$ cat src/rbwfc_pkg.sv
// Package with the constants and codes of the ring buffer watermark flow control block.
package rbwfc_pkg;

    localparam int ADDR_BITS = 16;
    localparam int POS_W     = 16;
    localparam int SIZE_W    = ADDR_BITS + 1;
    localparam int LG_W      = 5;
    localparam int AMT_W     = 15;
    localparam int RES_W     = 16;
    localparam int APB_AW    = 5;
    localparam int APB_DW    = 32;
    localparam int REG_IDX_W = 3;

    typedef enum logic [1:0] {
        FUNC_READ  = 2'd0,
        FUNC_WRITE = 2'd1,
        FUNC_DRAIN = 2'd2,
        FUNC_NONE  = 2'd3
    } t_func;

    typedef enum logic [REG_IDX_W-1:0] {
        REG_SIZE_LOG2    = 3'd0,
        REG_READ_BLOCK   = 3'd1,
        REG_WRITE_BLOCK  = 3'd2,
        REG_READ_MIN     = 3'd3,
        REG_WRITE_MIN    = 3'd4,
        REG_READ_RESUME  = 3'd5,
        REG_WRITE_RESUME = 3'd6,
        REG_UNUSED       = 3'd7
    } t_reg_idx;

endpackage

$ cat src/ring_buffer_watermark_flow_control.sv
// Top level of the ring buffer watermark flow control block.

// Each query transfer names a side (tuser: 0 read space, 1 write data, 2 end of input) and
// carries the producer and consumer positions of a power-of-two ring. One result transfer
// follows each query with the granted byte count and the queried side's stall flag. The
// block holds one query in an input register and one result in an output register, so it
// takes a transfer every cycle unless both are full and the output is stalled. Registers
// are to be set through APB only while no query is in flight (the block does not enforce
// this); writing a nonzero write resume point stalls the write side until fill reaches it.
module ring_buffer_watermark_flow_control (
    input  logic                          i_clk,
    input  logic                          i_rst_n,

    input  logic                          psel,
    input  logic                          penable,
    input  logic                          pwrite,
    input  logic [rbwfc_pkg::APB_AW-1:0]  paddr,
    input  logic [rbwfc_pkg::APB_DW-1:0]  pwdata,
    output logic [rbwfc_pkg::APB_DW-1:0]  prdata,
    output logic                          pready,

    input  logic                          s_axis_tvalid,
    output logic                          s_axis_tready,
    input  logic [31:0]                   s_axis_tdata,  // write_position, read_position
    input  logic [1:0]                    s_axis_tuser,  // func

    output logic                          m_axis_tvalid,
    input  logic                          m_axis_tready,
    output logic [15:0]                   m_axis_tdata,  // grant, zero pad
    output logic [0:0]                    m_axis_tuser   // stalled
);

    localparam int POS_W  = rbwfc_pkg::POS_W;
    localparam int SIZE_W = rbwfc_pkg::SIZE_W;
    localparam int AMT_W  = rbwfc_pkg::AMT_W;
    localparam int RES_W  = rbwfc_pkg::RES_W;
    localparam int LG_W   = rbwfc_pkg::LG_W;

    logic [LG_W-1:0]  r_size_log2;
    logic [AMT_W-1:0] r_read_block;
    logic [AMT_W-1:0] r_write_block;
    logic [AMT_W-1:0] r_read_min;
    logic [AMT_W-1:0] r_write_min;
    logic [RES_W-1:0] r_read_resume;
    logic [RES_W-1:0] r_write_resume;

    logic r_read_stalled;
    logic r_write_stalled;
    logic r_draining;

    logic                  r_in_valid;
    rbwfc_pkg::t_func      r_in_func;
    logic [POS_W-1:0]      r_in_wp;
    logic [POS_W-1:0]      r_in_rp;

    logic                  r_out_valid;
    logic [AMT_W-1:0]      r_out_grant;
    logic                  r_out_stalled;

    logic                  n_read_stalled;
    logic                  n_write_stalled;
    logic                  n_draining;
    logic [AMT_W-1:0]      n_grant;
    logic                  n_stalled;

    logic                  cfg_wr;
    rbwfc_pkg::t_reg_idx   cfg_idx;
    logic                  out_free;
    logic                  stage_move;
    logic                  in_take;

    logic [LG_W-1:0]       lg;
    logic [SIZE_W-1:0]     size;
    logic [POS_W-1:0]      mask;
    logic [POS_W-1:0]      space_raw;
    logic [SIZE_W-1:0]     space;
    logic [SIZE_W-1:0]     resume_ext;
    logic [SIZE_W-1:0]     thresh;
    logic [POS_W-1:0]      fill;
    logic [AMT_W-1:0]      wmin;
    logic [RES_W-1:0]      wres;

    assign cfg_wr  = psel & penable & pwrite & pready;
    assign cfg_idx = rbwfc_pkg::t_reg_idx'(paddr[rbwfc_pkg::APB_AW-1:2]);
    assign pready  = 1'b1;

    always_comb begin
        case (cfg_idx)
            rbwfc_pkg::REG_SIZE_LOG2:    prdata = rbwfc_pkg::APB_DW'(r_size_log2);
            rbwfc_pkg::REG_READ_BLOCK:   prdata = rbwfc_pkg::APB_DW'(r_read_block);
            rbwfc_pkg::REG_WRITE_BLOCK:  prdata = rbwfc_pkg::APB_DW'(r_write_block);
            rbwfc_pkg::REG_READ_MIN:     prdata = rbwfc_pkg::APB_DW'(r_read_min);
            rbwfc_pkg::REG_WRITE_MIN:    prdata = rbwfc_pkg::APB_DW'(r_write_min);
            rbwfc_pkg::REG_READ_RESUME:  prdata = rbwfc_pkg::APB_DW'(r_read_resume);
            rbwfc_pkg::REG_WRITE_RESUME: prdata = rbwfc_pkg::APB_DW'(r_write_resume);
            default:                     prdata = '0;
        endcase
    end

    assign out_free      = ~r_out_valid | m_axis_tready;
    assign stage_move    = r_in_valid & out_free;
    assign s_axis_tready = ~r_in_valid | out_free;
    assign in_take       = s_axis_tvalid & s_axis_tready;

    always_comb begin
        lg         = (r_size_log2 > LG_W'(rbwfc_pkg::ADDR_BITS)) ?
                     LG_W'(rbwfc_pkg::ADDR_BITS) : r_size_log2;
        size       = SIZE_W'(1) << lg;
        mask       = POS_W'(size - SIZE_W'(1));
        space_raw  = (r_in_rp - r_in_wp) & mask;
        space      = (space_raw == '0) ? size : SIZE_W'(space_raw);
        resume_ext = SIZE_W'(r_read_resume);
        thresh     = (resume_ext < size) ? (size - resume_ext) : '0;
        fill       = (r_in_wp - r_in_rp) & mask;
        wmin       = r_draining ? AMT_W'(1) : r_write_min;
        wres       = r_draining ? '0 : r_write_resume;

        n_read_stalled  = r_read_stalled;
        n_write_stalled = r_write_stalled;
        n_draining      = r_draining;
        n_grant         = '0;
        n_stalled       = 1'b0;

        case (r_in_func)
            rbwfc_pkg::FUNC_READ: begin
                if (r_read_stalled) begin
                    if (space >= thresh) begin
                        n_read_stalled = 1'b0;
                        n_grant        = r_read_block;
                    end
                end else if (space > SIZE_W'(r_read_block)) begin
                    n_grant = r_read_block;
                end else if (space > SIZE_W'(r_read_min)) begin
                    n_grant = space[AMT_W-1:0];
                end else if (r_read_resume != '0) begin
                    n_read_stalled = 1'b1;
                end
                n_stalled = n_read_stalled;
            end
            rbwfc_pkg::FUNC_WRITE: begin
                if (r_write_stalled) begin
                    if (fill >= wres) begin
                        n_write_stalled = 1'b0;
                        n_grant         = r_write_block;
                    end
                end else if (fill >= POS_W'(r_write_block)) begin
                    n_grant = r_write_block;
                end else if (fill >= POS_W'(wmin)) begin
                    n_grant = fill[AMT_W-1:0];
                end else if (wres != '0) begin
                    n_write_stalled = 1'b1;
                end
                n_stalled = n_write_stalled;
            end
            rbwfc_pkg::FUNC_DRAIN: begin
                n_draining      = 1'b1;
                n_write_stalled = 1'b0;
            end
            default: begin
                n_grant   = '0;
                n_stalled = 1'b0;
            end
        endcase
    end

    always_ff @(posedge i_clk) begin
        if (!i_rst_n) begin
            r_size_log2     <= LG_W'(16);
            r_read_block    <= AMT_W'(4096);
            r_write_block   <= AMT_W'(4096);
            r_read_min      <= AMT_W'(4096);
            r_write_min     <= AMT_W'(4096);
            r_read_resume   <= '0;
            r_write_resume  <= '0;
            r_read_stalled  <= 1'b0;
            r_write_stalled <= 1'b0;
            r_draining      <= 1'b0;
            r_in_valid      <= 1'b0;
            r_out_valid     <= 1'b0;
        end else begin
            if (stage_move) begin
                r_read_stalled  <= n_read_stalled;
                r_write_stalled <= n_write_stalled;
                r_draining      <= n_draining;
            end
            if (cfg_wr) begin
                case (cfg_idx)
                    rbwfc_pkg::REG_SIZE_LOG2:   r_size_log2   <= pwdata[LG_W-1:0];
                    rbwfc_pkg::REG_READ_BLOCK:  r_read_block  <= pwdata[AMT_W-1:0];
                    rbwfc_pkg::REG_WRITE_BLOCK: r_write_block <= pwdata[AMT_W-1:0];
                    rbwfc_pkg::REG_READ_MIN:    r_read_min    <= pwdata[AMT_W-1:0];
                    rbwfc_pkg::REG_WRITE_MIN:   r_write_min   <= pwdata[AMT_W-1:0];
                    rbwfc_pkg::REG_READ_RESUME: r_read_resume <= pwdata[RES_W-1:0];
                    rbwfc_pkg::REG_WRITE_RESUME: begin
                        r_write_resume <= pwdata[RES_W-1:0];
                        if (pwdata[RES_W-1:0] != '0) begin
                            r_write_stalled <= 1'b1;
                        end
                    end
                    default: begin
                    end
                endcase
            end
            if (in_take) begin
                r_in_valid <= 1'b1;
            end else if (stage_move) begin
                r_in_valid <= 1'b0;
            end
            if (stage_move) begin
                r_out_valid <= 1'b1;
            end else if (m_axis_tready) begin
                r_out_valid <= 1'b0;
            end
        end
    end

    always_ff @(posedge i_clk) begin
        if (in_take) begin
            r_in_func <= rbwfc_pkg::t_func'(s_axis_tuser);
            r_in_wp   <= s_axis_tdata[POS_W-1:0];
            r_in_rp   <= s_axis_tdata[2*POS_W-1:POS_W];
        end
        if (stage_move) begin
            r_out_grant   <= n_grant;
            r_out_stalled <= n_stalled;
        end
    end

    assign m_axis_tvalid = r_out_valid;
    assign m_axis_tdata  = {1'b0, r_out_grant};
    assign m_axis_tuser  = r_out_stalled;

endmodule

$ cat config.mk
export PLATFORM = sky130hd
export DESIGN_NAME = ring_buffer_watermark_flow_control
export DESIGN_NICKNAME = d
export VERILOG_FILES = /design/src/rbwfc_pkg.sv /design/src/ring_buffer_watermark_flow_control.sv
export SDC_FILE = /design/constraint.sdc
export NUM_CORES = 1
export LEC_CHECK = 0
export BUFFER_PORTS_ARGS = -buffer_cell sky130_fd_sc_hd__buf_2
export CORE_ASPECT_RATIO = 0.75
export CORE_MARGIN = 4
export CORE_UTILIZATION = 30
export DETAILED_ROUTE_END_ITERATION = 12
export GPL_TIMING_DRIVEN = 0
export SLEW_MARGIN = 40
export SYNTH_ARGS = -nofsm -noshare
export SYNTH_HDL_FRONTEND = slang
export SYNTH_SLANG_ARGS = --single-unit
export TNS_END_PERCENT = 1
$ cat constraint.sdc
create_clock -name i_clk -period 16 [get_ports i_clk]
set_input_delay 0.8 -clock i_clk [delete_from_list [all_inputs] [get_ports i_clk]]
set_output_delay 0.8 -clock i_clk [all_outputs]
set_load 0.03 [all_outputs]
==> flow_metrics.py <==
metrics = {
    "status": {
        "run_status": "completed",
    },
    "sta": {
        "final.setup.worst_slack_ns": 8.560,
        "final_min_period_over_clock_period": 0.4650,
        "clock-skew-final_ns": 0.01526,
        "setup_repair_after_global_routing_missed_its_margin": "false",
        "finalSetupViolCount": 0,
        "f_max_ghz": 0.1344,
        "worst_max_slew_margin_expressed_relative_to_the_limit": 0.4056,
        "tns_ns": 0,
        "timing_worst_slew_pin_value_ns": 0.8820,
        "final-max-slew-violation-count": 0,
        "period_minus_slack_ns": 7.440,
        "hold_violations": 0,
    },
    "clock_tree": {
        "clock_sinks": 152,
        "clk_transition_reported_paths_ns": 0.07,
        "clock_tree_from_tritoncts": "yes",
        "clock_tree.htree_level_count": 4,
        "holdBufCountCts": 0,
        "cts_setup_buffers": 0,
        "worstSkewPairLatency_ns": 0.46,
        "post_cts_resize_count": 0,
        "tritoncts.num_buffers": 17,
        "cts.root.buffer_cell": "clkbuf_16",
        "maximum_clock_insertion_buffer_count": 2,
    },
    "setup_path": {
        "worst_setup_path_startpoint": "r_size_log2[0]",
        "slowest_stage": "a21boi_0",
        "start_kind": "flop",
        "worstSetupEndpointType": "flop",
        "critical_path.reg2reg.endpoint": "r_out_grant[3]",
        "critical_path.reg2reg.startpoint": "r_size_log2[0]",
        "reg2reg_setup_slack_ns": 8.56,
        "cp.arrival_ns": 7.71,
        "worstPathRequired_ns": 16.27,
        "critical_path_buf_inv_count": 4,
        "critical_path_peak_fanout": 10,
        "slowest_delay_ns": 0.61,
        "crit_path_cell_trace": "clkbuf_1 -> nor2b_1 -> nand2_1 -> ha_1 -> clkbuf_1 -> nor3_1 -> a22oi_1 -> o21ai_0 -> nand4_1 -> o21ai_1 -> nor4b_4 -> and2_1 -> a21boi_0 -> inv_1 -> ha_1 -> nand4_1 -> a211o_1 -> a31oi_1 -> nand2_1 -> or4_1 -> a21oi_1 -> buf_6 -> a22oi_1 -> o21ai_1",
        "worst-setup-path-type": "reg -> reg",
        "reg2reg_depth": 24,
        "timing.critical_path.max_delay_family": "compound AO/OA/AOI/OAI gates",
    },
    "route": {
        "wl_per_cell_um": 21.71,
        "drtPass1Iterations": 6,
        "drt_drc_violations_left": 0,
        "detailroute.via_count": 12600,
        "postRouteAntennaNets": 0,
        "detail_route.iter0.violations": 1629,
        "total_wire_length_um": 49720,
        "avgViaCountPerCell": 5.500,
    },
    "power_and_ir_drop": {
        "ir_worst_vdd_mv": 0.07501,
        "power_density_mw_per_mm2": 83.14,
        "cellLeakagePower_nw": 5.690,
    },
    "synth": {
        "postSynth.asyncResetShare": 0,
        "syn-instance-count": 1588,
        "synth-compound-area-share": 0.2408,
        "synth_simple_gate_area_share": 0.2168,
        "yosys_warnings": 0,
        "post_synth_instance_area_mm2": 0.01269,
        "synth_top_family_by_area": "compound AO/OA/AOI/OAI gates",
        "synth_seq_cells": 152,
        "yosysSeqAreaShare": 0.2792,
        "post_synth_fa_ha_maj_area_fraction": 0.1457,
        "proportion_of_synthesized_area_in_mux_cells": 0.03145,
        "synth_enable_flop_cells": 50,
        "yosys_most_used_dff": "dfxtp_1",
        "syn_area_per_cell_um2": 7.992,
        "xor_and_xnor_fraction_of_the_mapped_netlist_area": 0.01508,
        "synthDistinctLibCells": 91,
    },
    "final_layout": {
        "finish.net_count": 1936,
        "final.fill_count": 4307,
        "drive_gt1_frac": 0.1148,
        "multiInputGateArea_mm2": 0.008346,
        "syn2layout_area_growth_pct": 14.60,
        "layout_commonest_cell": "nand2_1",
        "mostFrequentLayoutCells": "nand2_1 (310), ha_1 (143), inv_1 (113), dfxtp_1 (102), a21boi_0 (101)",
        "final-seq-area_mm2": 0.003543,
    },
    "floorplan": {
        "chipWidth_um": 245.5,
        "chipHeight_um": 186.1,
        "design.portCount": 130,
        "design.core.area_mm2": 0.04124,
        "die_area_mm2": 0.04569,
        "placement_rows": 64,
        "initial_standard_cell_utilization_of_the_core": 0.3077,
    },
    "global_route": {
        "globalRouteTotalUtil": 0.2131,
        "global_route.usage.met1": 0.3263,
        "top_usage_layer": "met1",
        "overflow": 0,
        "grt_pass1_vias": 11460,
        "grt_first_pass_wirelength_um": 72710,
        "met3_usage": 0.05616,
        "grt_antenna_before_repair": 2,
        "globalRouteMet2Util": 0.2924,
        "grt_max_degree": 26,
    },
    "placed_design": {
        "post-place-ws_ns": 8.786,
        "hpwlAfterDp_um": 40100,
        "portBuffers": 87,
        "routabilityCongestion": 0.9992,
    },
    "hold_path": {
        "worst_hold_path_type": "reg -> reg",
        "holdCritStartpoint": "r_read_min[11]",
        "worst_hold_path.endpoint": "r_read_min[11]",
        "whs_path_depth": 2,
    },
    "flow_run": {
        "maxCapViolations": 0,
    },
}
## registers in the layout, indices dropped and copies added, names as in the netlist, 2 cells and up
register        cells
r_write_resume     16
r_in_rp            16
r_read_resume      16
r_write_min        15
r_read_block       15
r_size_log2         5
r_in_func           2
r_in_wp            16
r_read_min         15
r_write_block      15
r_out_grant        15
## power by group
group / switching, mW / internal (mW)
Combinational: 0.243 / 0.134
Sequential: 0.00672 / 0.410
Clock: 0.185 / 0.231
## worst max path at each step
stage | to | depth (start not counted)
2_1_floorplan | r_out_grant[14] | 26
3_3_place_gp | r_out_grant[14] | 25
3_5_place_dp | r_out_grant[14] | 25
4_1_cts | r_out_grant[14] | 25
5_1_grt | r_out_grant[14] | 25
6_report | r_out_grant[3] | 24
## final cells by class
class	instances	share of cell area
Buffer	97	0.03252
Antenna cell	4	0.0006882
Inverter	113	0.02916
Multi-Input combinational cell	1242	0.5738
Clock inverter	13	0.009807
Tap cell	561	0.04826
Clock buffer	19	0.02977
Timing Repair Buffer	89	0.03235
Sequential cell	152	0.2436
## per-stage QoR
stage | power (mW) | std cells | hold slack, ns | util | cell area (um2)
4_1_cts | 1.201 | 2285 | 0.4923 | 0.3521 | 14520
2_1_floorplan | 0.6698 | 1604 | 0.4510 | - | 12750
3_5_place_dp | 0.7886 | 2253 | 0.4805 | 0.3381 | 13940
3_3_place_gp | 0.7793 | 2252 | 0.4752 | 0.3368 | 13890
6_report | 1.209 | 2290 | 0.4922 | 0.3527 | 14540
5_1_grt | 1.265 | 2286 | 0.4941 | 0.3524 | 14530
## routing by layer
metal | vias to the layer above | wire length, um
li1 | 5900 | -
met1 | 5972 | 23690
met2 | 657 | 19640
met3 | 64 | 5469
met4 | 2 | 910
met5 | - | 15
## cells by family after synthesis
kind of cell,after synthesis
buffers and inverters,210
xor gates and xnor gates,21
muxes,34
AOI/OAI and AO/OA,431
other,2
DFF,152
and+or+nand+nor,592
adders and majority gates,146
## cells in the mapped netlist, types with 23 or more instances
cell type | count | share of area
nor2b_1 | 31 | 0.015
nand2_1 | 310 | 0.092
o21ai_0 | 60 | 0.024
dfxtp_1 | 102 | 0.16
nand4_1 | 27 | 0.013
a21o_1 | 28 | 0.017
inv_1 | 113 | 0.033
edfxtp_1 | 50 | 0.12
a21oi_1 | 74 | 0.029
a21boi_0 | 102 | 0.060
clkbuf_1 | 59 | 0.017
ha_1 | 143 | 0.14
nand3_1 | 27 | 0.011
mux2i_1 | 23 | 0.018
nor2_1 | 80 | 0.024
## worst reg2reg max path: stages, from the launching register on
cell and delay [ns]:
dfxtp_1 0.47, clkbuf_1 0.43, nor2b_1 0.28, nand2_1 0.18
ha_1 0.33, clkbuf_1 0.26, nor3_1 0.38, a22oi_1 0.11
o21ai_0 0.45, nand4_1 0.25, o21ai_1 0.21, nor4b_4 0.11
and2_1 0.24, a21boi_0 0.61, inv_1 0.26, ha_1 0.37
nand4_1 0.15, a211o_1 0.27, a31oi_1 0.50, nand2_1 0.13
or4_1 0.41, a21oi_1 0.32, buf_6 0.21, a22oi_1 0.13
o21ai_1 0.21
Power figures use the tool's default switching activity.
